File: src/sv/icsm_pkg.sv
package icsm_pkg;

  localparam logic [15:0] PORT_CMD   = 16'h00C0;
  localparam logic [15:0] PORT_DATA  = 16'h00C2;
  localparam int          NUM_LEVELS = 8;
  localparam int          LEVEL_W    = $clog2(NUM_LEVELS);

  // OCW2 command field for a non-specific end of interrupt
  localparam logic [2:0]  OCW2_NS_EOI = 3'b001;

  typedef enum logic [1:0] {
    ACT_PORT_WRITE = 2'd0,
    ACT_IRQ        = 2'd1,
    ACT_POLL       = 2'd2,
    ACT_NONE       = 2'd3
  } action_t;

  typedef enum logic [2:0] {
    PH_IDLE  = 3'd0,
    PH_ICW2  = 3'd1,
    PH_ICW4  = 3'd2,
    PH_INIT  = 3'd4,
    PH_READY = 3'd5
  } phase_t;

  typedef struct packed {
    logic [1:0]  action;
    logic [15:0] port_address;
    logic [7:0]  write_data;
    logic [7:0]  irq_lines;
    logic        cpu_if;
  } item_t;

  typedef struct packed {
    logic        int_issued;
    logic [7:0]  vector;
    logic        mask_written;
    logic [7:0]  mask_value;
    logic        mode_error;
  } result_t;

endpackage

File: src/sv/interrupt_controller_single_mode.sv
// Reduced 8259A-style interrupt controller, single 8086 mode, no cascading.
// Input channel (item_valid / item_stall / item) carries one beat per event:
// a port write to the command or data address, a raising of irq lines, or an
// interrupt poll from the cpu. Every input beat produces exactly one result
// beat on the output channel (result_valid / result_stall / result).
// The state update and the result are computed from the accepted beat and
// the current registers; both are registered at the same edge. Throughput
// is one beat per cycle while the receiver does not stall; the work per
// beat is an 8-bit priority encoder plus a few byte-wide masks.
// A new beat is taken whenever the result register is empty or its beat is
// being taken in the same cycle, so while the receiver stalls a held result
// the input stalls too, and nothing is dropped.
// Reset (rst, synchronous) returns the controller to the uninitialised
// phase, clears mask, request and in-service registers and empties the
// result register. ICW1, ICW2 and ICW4 must then be written before masks,
// end-of-interrupt commands or polls take effect.
module interrupt_controller_single_mode (
  input  logic              clk,
  input  logic              rst,
  input  logic              item_valid,
  output logic              item_stall,
  input  icsm_pkg::item_t   item,
  output logic              result_valid,
  input  logic              result_stall,
  output icsm_pkg::result_t result
);
  import icsm_pkg::*;

  phase_t                 phase, phase_next;
  logic [4:0]             vector_base, vector_base_next;
  logic                   auto_eoi, auto_eoi_next;
  logic [NUM_LEVELS-1:0]  mask_reg, mask_reg_next;
  logic [NUM_LEVELS-1:0]  request_reg, request_reg_next;
  logic [NUM_LEVELS-1:0]  in_service_reg, in_service_reg_next;
  logic                   last_level_valid, last_level_valid_next;
  logic [LEVEL_W-1:0]     last_level, last_level_next;
  result_t                result_next;

  logic                   accept;
  logic                   wr_hit, a0, icw1_ok, icw4_ok, eoi_cmd, poll_go;
  logic [LEVEL_W-1:0]     lvl;
  logic [NUM_LEVELS-1:0]  lvl_bit;

  assign item_stall = result_valid & result_stall;
  assign accept     = item_valid & ~item_stall;

  assign wr_hit  = (item.action == ACT_PORT_WRITE) &&
                   ((item.port_address == PORT_CMD) || (item.port_address == PORT_DATA));
  assign a0      = (item.port_address == PORT_DATA);
  assign icw1_ok = ~a0 & item.write_data[4] & item.write_data[1] & item.write_data[0];
  assign icw4_ok = item.write_data[0] && (item.write_data[7:3] == 5'd0);
  assign eoi_cmd = (item.write_data[4:3] == 2'b00) && (item.write_data[7:5] == OCW2_NS_EOI);
  assign poll_go = (item.action == ACT_POLL) && (phase == PH_READY) && item.cpu_if &&
                   (request_reg != '0);

  // lowest pending level wins
  always_comb begin
    lvl = '0;
    for (int i = NUM_LEVELS - 1; i >= 0; i--) begin
      if (request_reg[i]) begin
        lvl = LEVEL_W'(i);
      end
    end
  end
  assign lvl_bit = NUM_LEVELS'(1) << lvl;

  // initialisation sequence
  always_comb begin
    phase_next = phase;
    if (wr_hit) begin
      if (phase == PH_INIT) begin
        phase_next = PH_READY;
      end
      if (icw1_ok) begin
        phase_next = PH_ICW2;
      end else if (a0) begin
        case (phase)
          PH_ICW2: phase_next = PH_ICW4;
          PH_ICW4: if (icw4_ok) phase_next = PH_INIT;
          default: ;
        endcase
      end
    end
  end

  always_comb begin
    vector_base_next      = vector_base;
    auto_eoi_next         = auto_eoi;
    mask_reg_next         = mask_reg;
    request_reg_next      = request_reg;
    in_service_reg_next   = in_service_reg;
    last_level_valid_next = last_level_valid;
    last_level_next       = last_level;
    result_next           = '0;
    case (item.action)
      ACT_PORT_WRITE: begin
        if (wr_hit && a0 && phase == PH_ICW2) begin
          vector_base_next = item.write_data[7:3];
        end
        if (wr_hit && a0 && phase == PH_ICW4) begin
          auto_eoi_next          = item.write_data[1];
          result_next.mode_error = ~icw4_ok;
        end
        if (wr_hit && phase_next == PH_READY) begin
          if (a0) begin
            mask_reg_next            = item.write_data;
            result_next.mask_written = 1'b1;
            result_next.mask_value   = item.write_data;
          end else if (eoi_cmd && last_level_valid) begin
            in_service_reg_next = in_service_reg & ~(NUM_LEVELS'(1) << last_level);
          end
        end
      end
      ACT_IRQ: begin
        request_reg_next = (request_reg | item.irq_lines) & ~mask_reg;
      end
      ACT_POLL: begin
        if (poll_go) begin
          // a level already in service is consumed without a vector
          if (!(|(in_service_reg & lvl_bit))) begin
            result_next.int_issued = 1'b1;
            result_next.vector     = {vector_base, lvl};
          end
          request_reg_next      = request_reg & ~lvl_bit;
          in_service_reg_next   = auto_eoi ? (in_service_reg & ~lvl_bit)
                                           : (in_service_reg | lvl_bit);
          last_level_next       = lvl;
          last_level_valid_next = 1'b1;
        end
      end
      default: ;
    endcase
  end

  always_ff @(posedge clk) begin
    if (rst) begin
      phase            <= PH_IDLE;
      vector_base      <= '0;
      auto_eoi         <= 1'b0;
      mask_reg         <= '0;
      request_reg      <= '0;
      in_service_reg   <= '0;
      last_level_valid <= 1'b0;
      last_level       <= '0;
      result_valid     <= 1'b0;
    end else begin
      if (accept) begin
        phase            <= phase_next;
        vector_base      <= vector_base_next;
        auto_eoi         <= auto_eoi_next;
        mask_reg         <= mask_reg_next;
        request_reg      <= request_reg_next;
        in_service_reg   <= in_service_reg_next;
        last_level_valid <= last_level_valid_next;
        last_level       <= last_level_next;
        result_valid     <= 1'b1;
      end else if (!result_stall) begin
        result_valid <= 1'b0;
      end
    end
  end

  always_ff @(posedge clk) begin
    if (accept) begin
      result <= result_next;
    end
  end

endmodule

File: config.mk
export PLATFORM = sky130hd
export DESIGN_NAME = interrupt_controller_single_mode
export DESIGN_NICKNAME = d
export VERILOG_FILES = /design/src/sv/icsm_pkg.sv /design/src/sv/interrupt_controller_single_mode.sv
export SDC_FILE = /design/constraint.sdc
export NUM_CORES = 1
export LEC_CHECK = 0
export BUFFER_PORTS_ARGS = -buffer_cell sky130_fd_sc_hd__buf_2
export CELL_PAD_IN_SITES_DETAIL_PLACEMENT = 0
export CELL_PAD_IN_SITES_GLOBAL_PLACEMENT = 1
export CORE_ASPECT_RATIO = 1.5
export CORE_MARGIN = 5
export CORE_UTILIZATION = 41
export DETAILED_ROUTE_END_ITERATION = 8
export PLACE_DENSITY = 0.76
export SYNTH_ARGS = -nofsm -noshare
export SYNTH_HDL_FRONTEND = slang
export SYNTH_SLANG_ARGS = --single-unit
File: constraint.sdc
create_clock -name clk -period 2.95 [get_ports clk]
set_clock_uncertainty 0.1 [all_clocks]
set_input_delay 0.4425 -clock clk [delete_from_list [all_inputs] [get_ports clk]]
set_output_delay 0.4425 -clock clk [all_outputs]
set_load 0.03 [all_outputs]
==> impl_metrics.yaml, run 1 <==
worst_setup_path:
  worstPathRequired_ns: 3.11
  crit_arrival_ns: 2.61
  end_kind: "flip-flop"
  worstSetupStartpointType: "flip-flop"
  critical_path_class: "flip-flop to flip-flop"
  crit_fanout: 11
placed_design:
  gp_congestion: 0.9175
  placed_area_um2: 3432
  hpwl_mm: 6.588
  io_buffers: 59
finish:
  layout-drive-gt1-share: 0.2426
  diodes: 0
  final_core_util: 0.4990
  fill_cells: 719
  multiInputGateArea_um2: 1609
  design_area_um2: 3606
  nNetsFinal: 442
  regArea_um2: 1331
  area_growth_pct: 19.39
grt:
  grt_pass1_vias: 2863
  grt_first_pass_wirelength_mm: 14.17
  grt_usage: 0.2018
  grt_start_max_net_pins: 39
  gr-total-overflow: 0
  antenna_found_initial: 0
yosys:
  synth_fp_nets: 380
  synth_top_cell_by_area: "dfxtp_1"
  ys_warn_count: 0
  yosys_most_used_dff: "dfxtp_1"
  synth_cell_types: 52
  synth_edf_count: 19
  async_reset_ff_frac: 0
  synth_seq_cells: 57
  synth_cells: 341
  syn-mean-instance-area_um2: 8.857
  synth_top_cell_area_share: 0.2519
  synth.cell_area_um2: 3020
  ys_seq_area_frac: 0.4408
  synth_area_leaders: "dfxtp_1 25%, edfxtp_1 19%, nor2_1 6.3%, a21oi_1 5.3%, mux2i_1 4.6%"
timing:
  layout_min_cycle_time_ns: 2.453
  rsz0062_at_grt: "false"
  finalHoldViolations: 0
  min_period_over_period: 0.8316
  slew_violations: 0
  setup_viol: 0
  worstMarginPinSlew_ns: 0.7232
  slew_headroom: 0.5179
  tns_ns: 0
  fmax_mhz: 407.6
pwr:
  p_leak_nw: 1.349
  p_per_area_nw_per_um2: 492.0
  ir_worst_vdd_mv: 0.2813
  finalPower_mw: 1.774
clock_network:
  numClockSinks: 57
  cts_tree: "done"
  htreeDepth: 3
  cts_resized: 0
  cts_root_buf: "clkbuf_8"
  clk_latency_ns: 0.34
  cts_buffers: 9
  post_cts_buffers: 0
  cts_hold_buf: 0
  clockBufferDepth: 2
  clkTransAtPathRegs_ns: 0.07
hold_path:
  min_path_type: "input port to flip-flop"
die:
  die_h_um: 115.1
  io_pins: 60
  start_util: 0.4179
  rows: 38
  core_area_um2: 7227
  dieArea_um2: 9219
  die-width_um: 80.08
detailed_routing:
  wire_per_inst_um: 17.08
  vias: 2859
  wl_mm: 8.677
  routed_via_density: 5.628
  first_pass_iters: 6
  drc: 0
  initialDrtViolationCount: 142
  ant_nets: 0
status:
  status: "finished clean"
run:
  cap_viol_max_count: 0
==> worst paths after layout <==
| check | cells after the start | endpoint | slack [ns] | from |
|---|---|---|---|---|
| worst max-delay path | 6 | request_reg[5]$_SDFFE_PP0P_ | 0.50 | request_reg[0]$_SDFFE_PP0P_ |
| worst min-delay path | 3 | result_valid$_SDFFE_PP0P_ | 0.22 | item_valid |
| worst max register to register | 6 | request_reg[5]$_SDFFE_PP0P_ | 0.50 | request_reg[0]$_SDFFE_PP0P_ |
| worst min register to register | 2 | mask_reg[0]$_SDFFE_PP0P_ | 0.39 | mask_reg[0]$_SDFFE_PP0P_ |
==> power breakdown <==
| group | internal [mW] | total (mW) | switching (mW) | leakage [nW] |
|---|---|---|---|---|
| Clock | 0.328 | 0.643 | 0.315 | 0.0826 |
| Combinational | 0.0922 | 0.276 | 0.184 | 0.771 |
| Sequential | 0.833 | 0.855 | 0.0223 | 0.496 |
| Total | 1.25 | 1.77 | 0.522 | 1.35 |
==> cell usage after synthesis (all sizes together) (5+ instances only) <==
cell type	number
nor2	51
dfxtp	38
a21oi	32
nand2	31
o21ai	22
edfxtp	19
mux2i	14
and2	11
clkbuf	11
or3	9
a221oi	8
nand3	8
nand4	7
a21boi	6
nor2b	6
nor4	6
inv	5
nand2b	5
nor3	5
==> placed cells by master, fill, tap and decap left out, types with 2 or more instances in the layout <==
| cell type | netlist | layout |
|---|---|---|
| buf_2 | 4 | 59 |
| nor2_1 | 51 | 51 |
| dfxtp_1 | 38 | 38 |
| a21oi_1 | 32 | 32 |
| nand2_1 | 31 | 31 |
| o21ai_0 | 21 | 21 |
| edfxtp_1 | 19 | 19 |
| mux2i_1 | 14 | 14 |
| clkbuf_8 | 0 | 10 |
| or3_1 | 9 | 9 |
| and2_1 | 8 | 8 |
| a221oi_1 | 8 | 8 |
| nand3_1 | 7 | 7 |
| nand4_1 | 7 | 7 |
| buf_4 | 0 | 7 |
| nor2b_1 | 6 | 6 |
| nand2b_1 | 5 | 5 |
| inv_1 | 5 | 5 |
| nor3_1 | 5 | 5 |
| a21boi_0 | 5 | 5 |
| and3_1 | 4 | 4 |
| a31oi_1 | 4 | 4 |
| a21o_1 | 3 | 3 |
| or2_2 | 3 | 3 |
| o21a_1 | 3 | 3 |
| nor4_4 | 3 | 3 |
| nand4b_1 | 3 | 3 |
| nor4_1 | 2 | 2 |
| or4_1 | 2 | 2 |
| and2_2 | 2 | 2 |
| o21ba_2 | 2 | 2 |
| a41o_1 | 2 | 2 |
| o22ai_1 | 2 | 2 |
| clkinvlp_4 | 0 | 2 |
| clkbuf_1 | 11 | 2 |
==> cells by family (layout without fill, tap and decap cells) <==
kind of cell / Yosys count / count (layout) / synth area share
and+or+nand+nor: 157 / 157 / 0.2871
DFF: 57 / 57 / 0.4408
buffers and inverters: 20 / 87 / 0.02651
AOI/OAI and AO/OA: 93 / 93 / 0.1993
muxes: 14 / 14 / 0.04639
==> layer usage <==
| metal | GRT usage | wire, µm | up-vias | part of all wire |
|---|---|---|---|---|
| met4 | 0.1590 | 582 | 0 | 0.067 |
| met1 | 0.2267 | 3435 | 1345 | 0.40 |
| met3 | 0.05172 | 400 | 35 | 0.046 |
| met2 | 0.3208 | 4258 | 94 | 0.49 |
| met5 | 0 | 0 | - | 0 |
| li1 | - | - | 1385 | - |
==> cell type report <==
class | count | area share
clock inverters | 4 | 0.007981
multi-input cells | 264 | 0.4462
well taps | 100 | 0.03470
clock buffers | 12 | 0.04025
inverters | 5 | 0.005205
flip-flops and latches | 57 | 0.3692
repair buffers | 66 | 0.09646
==> stage by stage <==
stage | hold slack, ns | setup slack, ns | instances
floorplan | 0.3407 | 0.1489 | 341
global placement | 0.3637 | 0.3609 | 492
detailed placement | 0.3714 | 0.2955 | 492
CTS | 0.2099 | 0.5089 | 508
global route | 0.2068 | 0.2697 | 508
finish | 0.2203 | 0.4968 | 508
==> critical path, stage by stage, from the launching register on <==
cell	delay [ns]
dfxtp_1	0.54
nor4_1	0.17
a2111oi_2	0.58
o21a_1	0.43
a21oi_1	0.13
or3_1	0.31
a21oi_1	0.12
Note: power is estimated with default switching activity, not from simulation.
==> run 2: changes to the inputs <==
--- a/config.mk
+++ b/config.mk
@@ -10,9 +10,9 @@
 export CELL_PAD_IN_SITES_GLOBAL_PLACEMENT = 1
 export CORE_ASPECT_RATIO = 1.5
 export CORE_MARGIN = 5
-export CORE_UTILIZATION = 41
+export CORE_UTILIZATION = 37
 export DETAILED_ROUTE_END_ITERATION = 8
-export PLACE_DENSITY = 0.76
+export PLACE_DENSITY = 0.72
 export SYNTH_ARGS = -nofsm -noshare
 export SYNTH_HDL_FRONTEND = slang
 export SYNTH_SLANG_ARGS = --single-unit
==> constraint.sdc (replaced) <==
create_clock -name clk -period 2.25 [get_ports clk]
set_clock_uncertainty 0.1 [all_clocks]
set_input_delay 0.3375 -clock clk [delete_from_list [all_inputs] [get_ports clk]]
set_output_delay 0.3375 -clock clk [all_outputs]
set_load 0.03 [all_outputs]
==> run 2 against run 1 <==
Against the previous run: register-to-register slack worse by 0.42 ns; via count grew 3.5%; die area up 9.6%; clock power up 120%; critical path depth stayed put; worst setup slack got worse by 0.42 ns; combinational power grew 68%; sequential share of layout area fell by 4.1 points.
==> impl_metrics.yaml, run 2 (synthesis results as in run 1) <==
worst_setup_path:
  cp-startpoint: "phase[1]$_SDFFE_PP0P_"
  critical_path_class: "flip-flop to flip-flop"
  crit_fanout: 9
  crit_arrival_ns: 2.24
  worstPathRequired_ns: 2.31
  rrSetupSlack_ns: 0.08
  end_kind: "flip-flop"
  r2r-start: "phase[1]$_SDFFE_PP0P_"
  worstSetupStartpointType: "flip-flop"
  reg2regPathDepth: 6
grt:
  gr-total-overflow: 0
  grt_usage: 0.1895
  antenna_found_initial: 0
  grt_first_pass_wirelength_mm: 14.86
  grt_pass1_vias: 2993
  grt_start_max_net_pins: 39
pwr:
  p_leak_nw: 1.617
  finalPower_mw: 3.015
  p_switching_mw: 0.7690
  ir_worst_vdd_mv: 0.5105
  comb_power_share: 0.154
  switching_share: 0.2551
  power_frac_clock: 0.476
  seqPwrFrac: 0.369
  p_per_area_nw_per_um2: 741.1
  internal_power_mw: 2.246
finish:
  layout-drive-gt1-share: 0.3191
  final_common_cell: "buf_2"
  diodes: 0
  fill_cells: 768
  nNetsFinal: 479
  design_area_um2: 4068
  area_growth_pct: 34.67
  mostFrequentLayoutCells: "59 x buf_2, 51 x nor2_1, 44 x buf_4, 37 x dfxtp_1, 32 x a21oi_1"
detailed_routing:
  wl_mm: 9.368
  first_pass_iters: 4
  vias: 2959
  ant_nets: 0
  initialDrtViolationCount: 283
  routed_via_density: 5.380
  wire_per_inst_um: 17.03
  drc: 0
timing:
  min_period_over_period: 0.9665
  slew_headroom: 0.5020
  timing.final.ws_setup_ns: 0.07547
  worstMarginPinSlew_ns: 0.7471
  finalHoldViolations: 0
  tns_ns: 0
  fmax_mhz: 459.9
  rsz0062_at_grt: "false"
  slew_violations: 0
  setup_viol: 0
  layout_min_cycle_time_ns: 2.175
  whs_ns: 0.1392
hold_path:
  min_path_type: "input port to flip-flop"
  hold_start: "item_valid"
placed_design:
  gp_congestion: 0.9081
  hpwl_mm: 7.141
  io_buffers: 59
  pre_cts_ws_ns: -0.1710
  placed_area_um2: 3727
die:
  die-width_um: 83.77
  rows: 40
  start_util: 0.3772
  dieArea_um2: 10110
  die_h_um: 120.7
  io_pins: 60
  core_area_um2: 8008
clock_network:
  cts_tree: "done"
  cts_root_buf: "clkbuf_16"
  clkTransAtPathRegs_ns: 0.05
  clockBufferDepth: 2
  numClockSinks: 57
  htreeDepth: 3
  clk_latency_ns: 0.33
  cts_buffers: 9
status:
  status: "finished clean"
run:
  cap_viol_max_count: 0
## run 2: cell count changes in the layout (fill, tap and decap cells not counted), moves of 3 or more
cell,delta
buf_4,+37
clkbuf_16,+9
clkbuf_8,-10
o21ai_0,-3
## run 2: per-layer routing
| layer | vias up | global-route usage | wire length, µm |
|---|---|---|---|
| li1 | 1454 | - | - |
| met1 | 1406 | 0.2079 | 3680 |
| met2 | 77 | 0.3461 | 5067 |
| met3 | 22 | 0.03681 | 300 |
| met4 | 0 | 0.09054 | 319 |
| met5 | - | 0 | 0 |
## run 2: metrics by stage
step / util / instances
2_1_floorplan: - / 341
3_3_place_gp: 0.4655 / 533
3_5_place_dp: 0.4655 / 533
4_1_cts: 0.5047 / 549
5_1_grt: 0.5080 / 550
6_report: 0.5080 / 550
## run 2: repair_timing
action                                  4_1_cts  5_1_grt
resized for setup                             1        6
endpoints found under the setup margin        7       25
buffers inserted                              0        1
hold buffers                                  0        0
pin swaps                                     0        1
## run 2: how the worst min path moves through the flow
stage / endpoint / slack (ns) / depth (start not counted)
after floorplan: last_level_valid$_SDFFE_PP0P_ / 0.34 / 2
after global placement: mask_reg[6]$_SDFFE_PP0P_ / 0.37 / 2
after detailed placement: mask_reg[1]$_SDFFE_PP0P_ / 0.38 / 2
after CTS: result_valid$_SDFFE_PP0P_ / 0.14 / 3
after global routing: result_valid$_SDFFE_PP0P_ / 0.17 / 3
final: result_valid$_SDFFE_PP0P_ / 0.14 / 3
## run 2: critical path, cell delays in order, from the launching register on
cell      delay [ns]
dfxtp_1         0.46
and3b_1         0.25
nand3_2         0.09
a32o_1          0.22
or3_1           0.53
nand2_2         0.23
a221oi_1        0.11
## run 2: power by group through the flow
stage / clock (mW) / sequential (mW) / combinational [mW]
finish: 1.44 / 1.11 / 0.465
global route: 1.51 / 1.12 / 0.503
CTS: 1.45 / 1.11 / 0.456
detailed placement: 0 / 1.13 / 0.454
global placement: 0 / 1.13 / 0.451
floorplan: 0 / 1.17 / 0.196
## run 2: area by class of cell
type / instances / area [µm²] / area share
clock buffers: 11 / 232.7 / 0.05721
inverters: 5 / 18.77 / 0.004614
multi-input cells: 264 / 1644 / 0.4042
well taps: 105 / 131.4 / 0.03230
repair buffers: 103 / 625.6 / 0.1538
clock inverters: 5 / 80.08 / 0.01969
flip-flops and latches: 57 / 1335 / 0.3282
==> run 3: changes to the inputs <==
--- a/config.mk
+++ b/config.mk
@@ -8,7 +8,7 @@
 export BUFFER_PORTS_ARGS = -buffer_cell sky130_fd_sc_hd__buf_2
 export CELL_PAD_IN_SITES_DETAIL_PLACEMENT = 0
 export CELL_PAD_IN_SITES_GLOBAL_PLACEMENT = 1
-export CORE_ASPECT_RATIO = 1.5
+export CORE_ASPECT_RATIO = 1.75
 export CORE_MARGIN = 5
 export CORE_UTILIZATION = 37
 export DETAILED_ROUTE_END_ITERATION = 8
@@ -16,3 +16,4 @@
 export SYNTH_ARGS = -nofsm -noshare
 export SYNTH_HDL_FRONTEND = slang
 export SYNTH_SLANG_ARGS = --single-unit
+export TNS_END_PERCENT = 1
==> run 3 against run 2 <==
Against the previous run: total power is 1.7% lower; first-iteration DRC count shrank 40%; die area rose by 0.34%; non-clock buffer count is 8 higher; global-route usage is 1.3 points higher; register-to-register slack improved by 0.03 ns; sequential cell count unchanged; via count rose by 1.6%; count of clock-buffer cells in the layout did not move; critical path depth down 1; critical path type unchanged; highest routed layer unchanged.
==> impl_metrics.yaml, run 3 (synthesis results as in run 1) <==
worst_setup_path:
  end_kind: "flip-flop"
  critical_path_class: "flip-flop to flip-flop"
  worstSetupStartpointType: "flip-flop"
  cp-startpoint: "request_reg[7]$_SDFFE_PP0P_"
  r2r-start: "request_reg[7]$_SDFFE_PP0P_"
  worstPathRequired_ns: 2.23
  crit_fanout: 9
  crit_arrival_ns: 2.12
die:
  die_h_um: 129.5
  start_util: 0.3793
  rows: 43
  io_pins: 60
  die-width_um: 78.30
  core_area_um2: 7963
  dieArea_um2: 10140
placed_design:
  gp_congestion: 0.9193
  io_buffers: 59
  hpwl_mm: 7.717
run:
  cap_viol_max_count: 0
detailed_routing:
  routed_via_density: 5.534
  drc: 0
  vias: 3005
  initialDrtViolationCount: 171
  first_pass_iters: 5
  ant_nets: 0
  wire_per_inst_um: 18.15
  wl_mm: 9.857
timing:
  fmax_mhz: 467.2
  layout_min_cycle_time_ns: 2.140
  worstMarginPinSlew_ns: 0.7670
  slew_violations: 0
  min_period_over_period: 0.9512
  slew_headroom: 0.4887
  setup_viol: 0
  finalHoldViolations: 0
  rsz0062_at_grt: "false"
pwr:
  internal_power_mw: 2.180
  finalPower_mw: 2.964
  p_switching_mw: 0.7846
  ir_worst_vdd_mv: 0.4876
  p_leak_nw: 1.645
  comb_power_share: 0.166
  p_per_area_nw_per_um2: 724.1
  seqPwrFrac: 0.375
  power_frac_clock: 0.459
  switching_share: 0.2647
clock_network:
  cts_hold_buf: 0
  cts_root_buf: "clkbuf_16"
  cts_buffers: 9
  clkTransAtPathRegs_ns: 0.05
  htreeDepth: 3
  numClockSinks: 57
  clk_latency_ns: 0.33
  clockBufferDepth: 2
  cts_tree: "done"
  post_cts_buffers: 0
finish:
  mostFrequentLayoutCells: "59 x buf_2, 52 x buf_4, 50 x nor2_1, 37 x dfxtp_1, 32 x a21oi_1"
  final_common_cell: "buf_2"
  diodes: 0
  layout-drive-gt1-share: 0.3377
  multiInputGateArea_um2: 1644
  final_core_util: 0.5141
  fill_cells: 786
  regArea_um2: 1335
  area_growth_pct: 35.54
  nNetsFinal: 487
grt:
  gr-total-overflow: 0
  grt_start_max_net_pins: 39
  grt_first_pass_wirelength_mm: 15.41
  antenna_found_initial: 0
  grt_pass1_vias: 3120
  grt_usage: 0.2028
hold_path:
  min_path_type: "input port to flip-flop"
  hold_start: "item_valid"
status:
  status: "finished clean"
[run 3: cell type report]
class                           instances  share of cell area
Clock buffer                           11             0.05929
Tap cell                               90             0.02751
Clock inverter                          5             0.01345
Sequential cell                        57              0.3261
Multi-Input combinational cell        264              0.4016
Inverter                                5            0.004584
Timing Repair Buffer                  111              0.1675
[run 3: through the flow]
| stage | hold WS, ns | setup TNS [ns] | setup slack, ns | cell area [µm²] | instances |
|---|---|---|---|---|---|
| floorplan | 0.3407 | -0.04143 | -0.005184 | 3045 | 341 |
| global placement | 0.3694 | -3.156 | -0.2603 | 3776 | 527 |
| detailed placement | 0.3883 | -3.115 | -0.2839 | 3776 | 527 |
| CTS | 0.1279 | 0 | 0.01798 | 4076 | 543 |
| global route | 0.1601 | 0 | 0.01445 | 4094 | 543 |
| finish | 0.1316 | 0 | 0.1098 | 4094 | 543 |
[run 3: metal layers]
layer  vias up  part of all wire  GRT usage
met2        96              0.56     0.3924
met1      1412              0.36     0.1930
li1       1470                 -          -
met4         0             0.040     0.1123
met3        27             0.039    0.04659
met5         -                 0          0
[run 3: path summary, 6_finish.rpt]
kind	end	slack, ns	depth (start not counted)
setup / recovery	result[11]$_SDFFCE_PP0P_	0.11	5
hold / removal	result_valid$_SDFFE_PP0P_	0.13	3
setup reg to reg	result[11]$_SDFFCE_PP0P_	0.11	5
hold reg to reg	vector_base[2]$_SDFFE_PP0P_	0.39	2
[run 3: power groups by stage]
stage | clock network [mW] | registers (mW) | logic (mW)
global placement | 0 | 1.13 | 0.475
global route | 1.42 | 1.11 | 0.533
floorplan | 0 | 1.17 | 0.196
detailed placement | 0 | 1.13 | 0.478
CTS | 1.37 | 1.11 | 0.481
finish | 1.36 | 1.11 | 0.493
[run 3: what timing repair did]
action,in CTS,in global routing
pin swaps,0,1
setup endpoints to repair,8,24
gates resized for setup,1,8
[run 3: worst max-delay path: stages, from the launching register on]
cell	delay, ns
dfxtp_1	0.32
or4_1	0.59
o21ai_1	0.20
nand3_1	0.14
o221a_2	0.36
and3_1	0.18
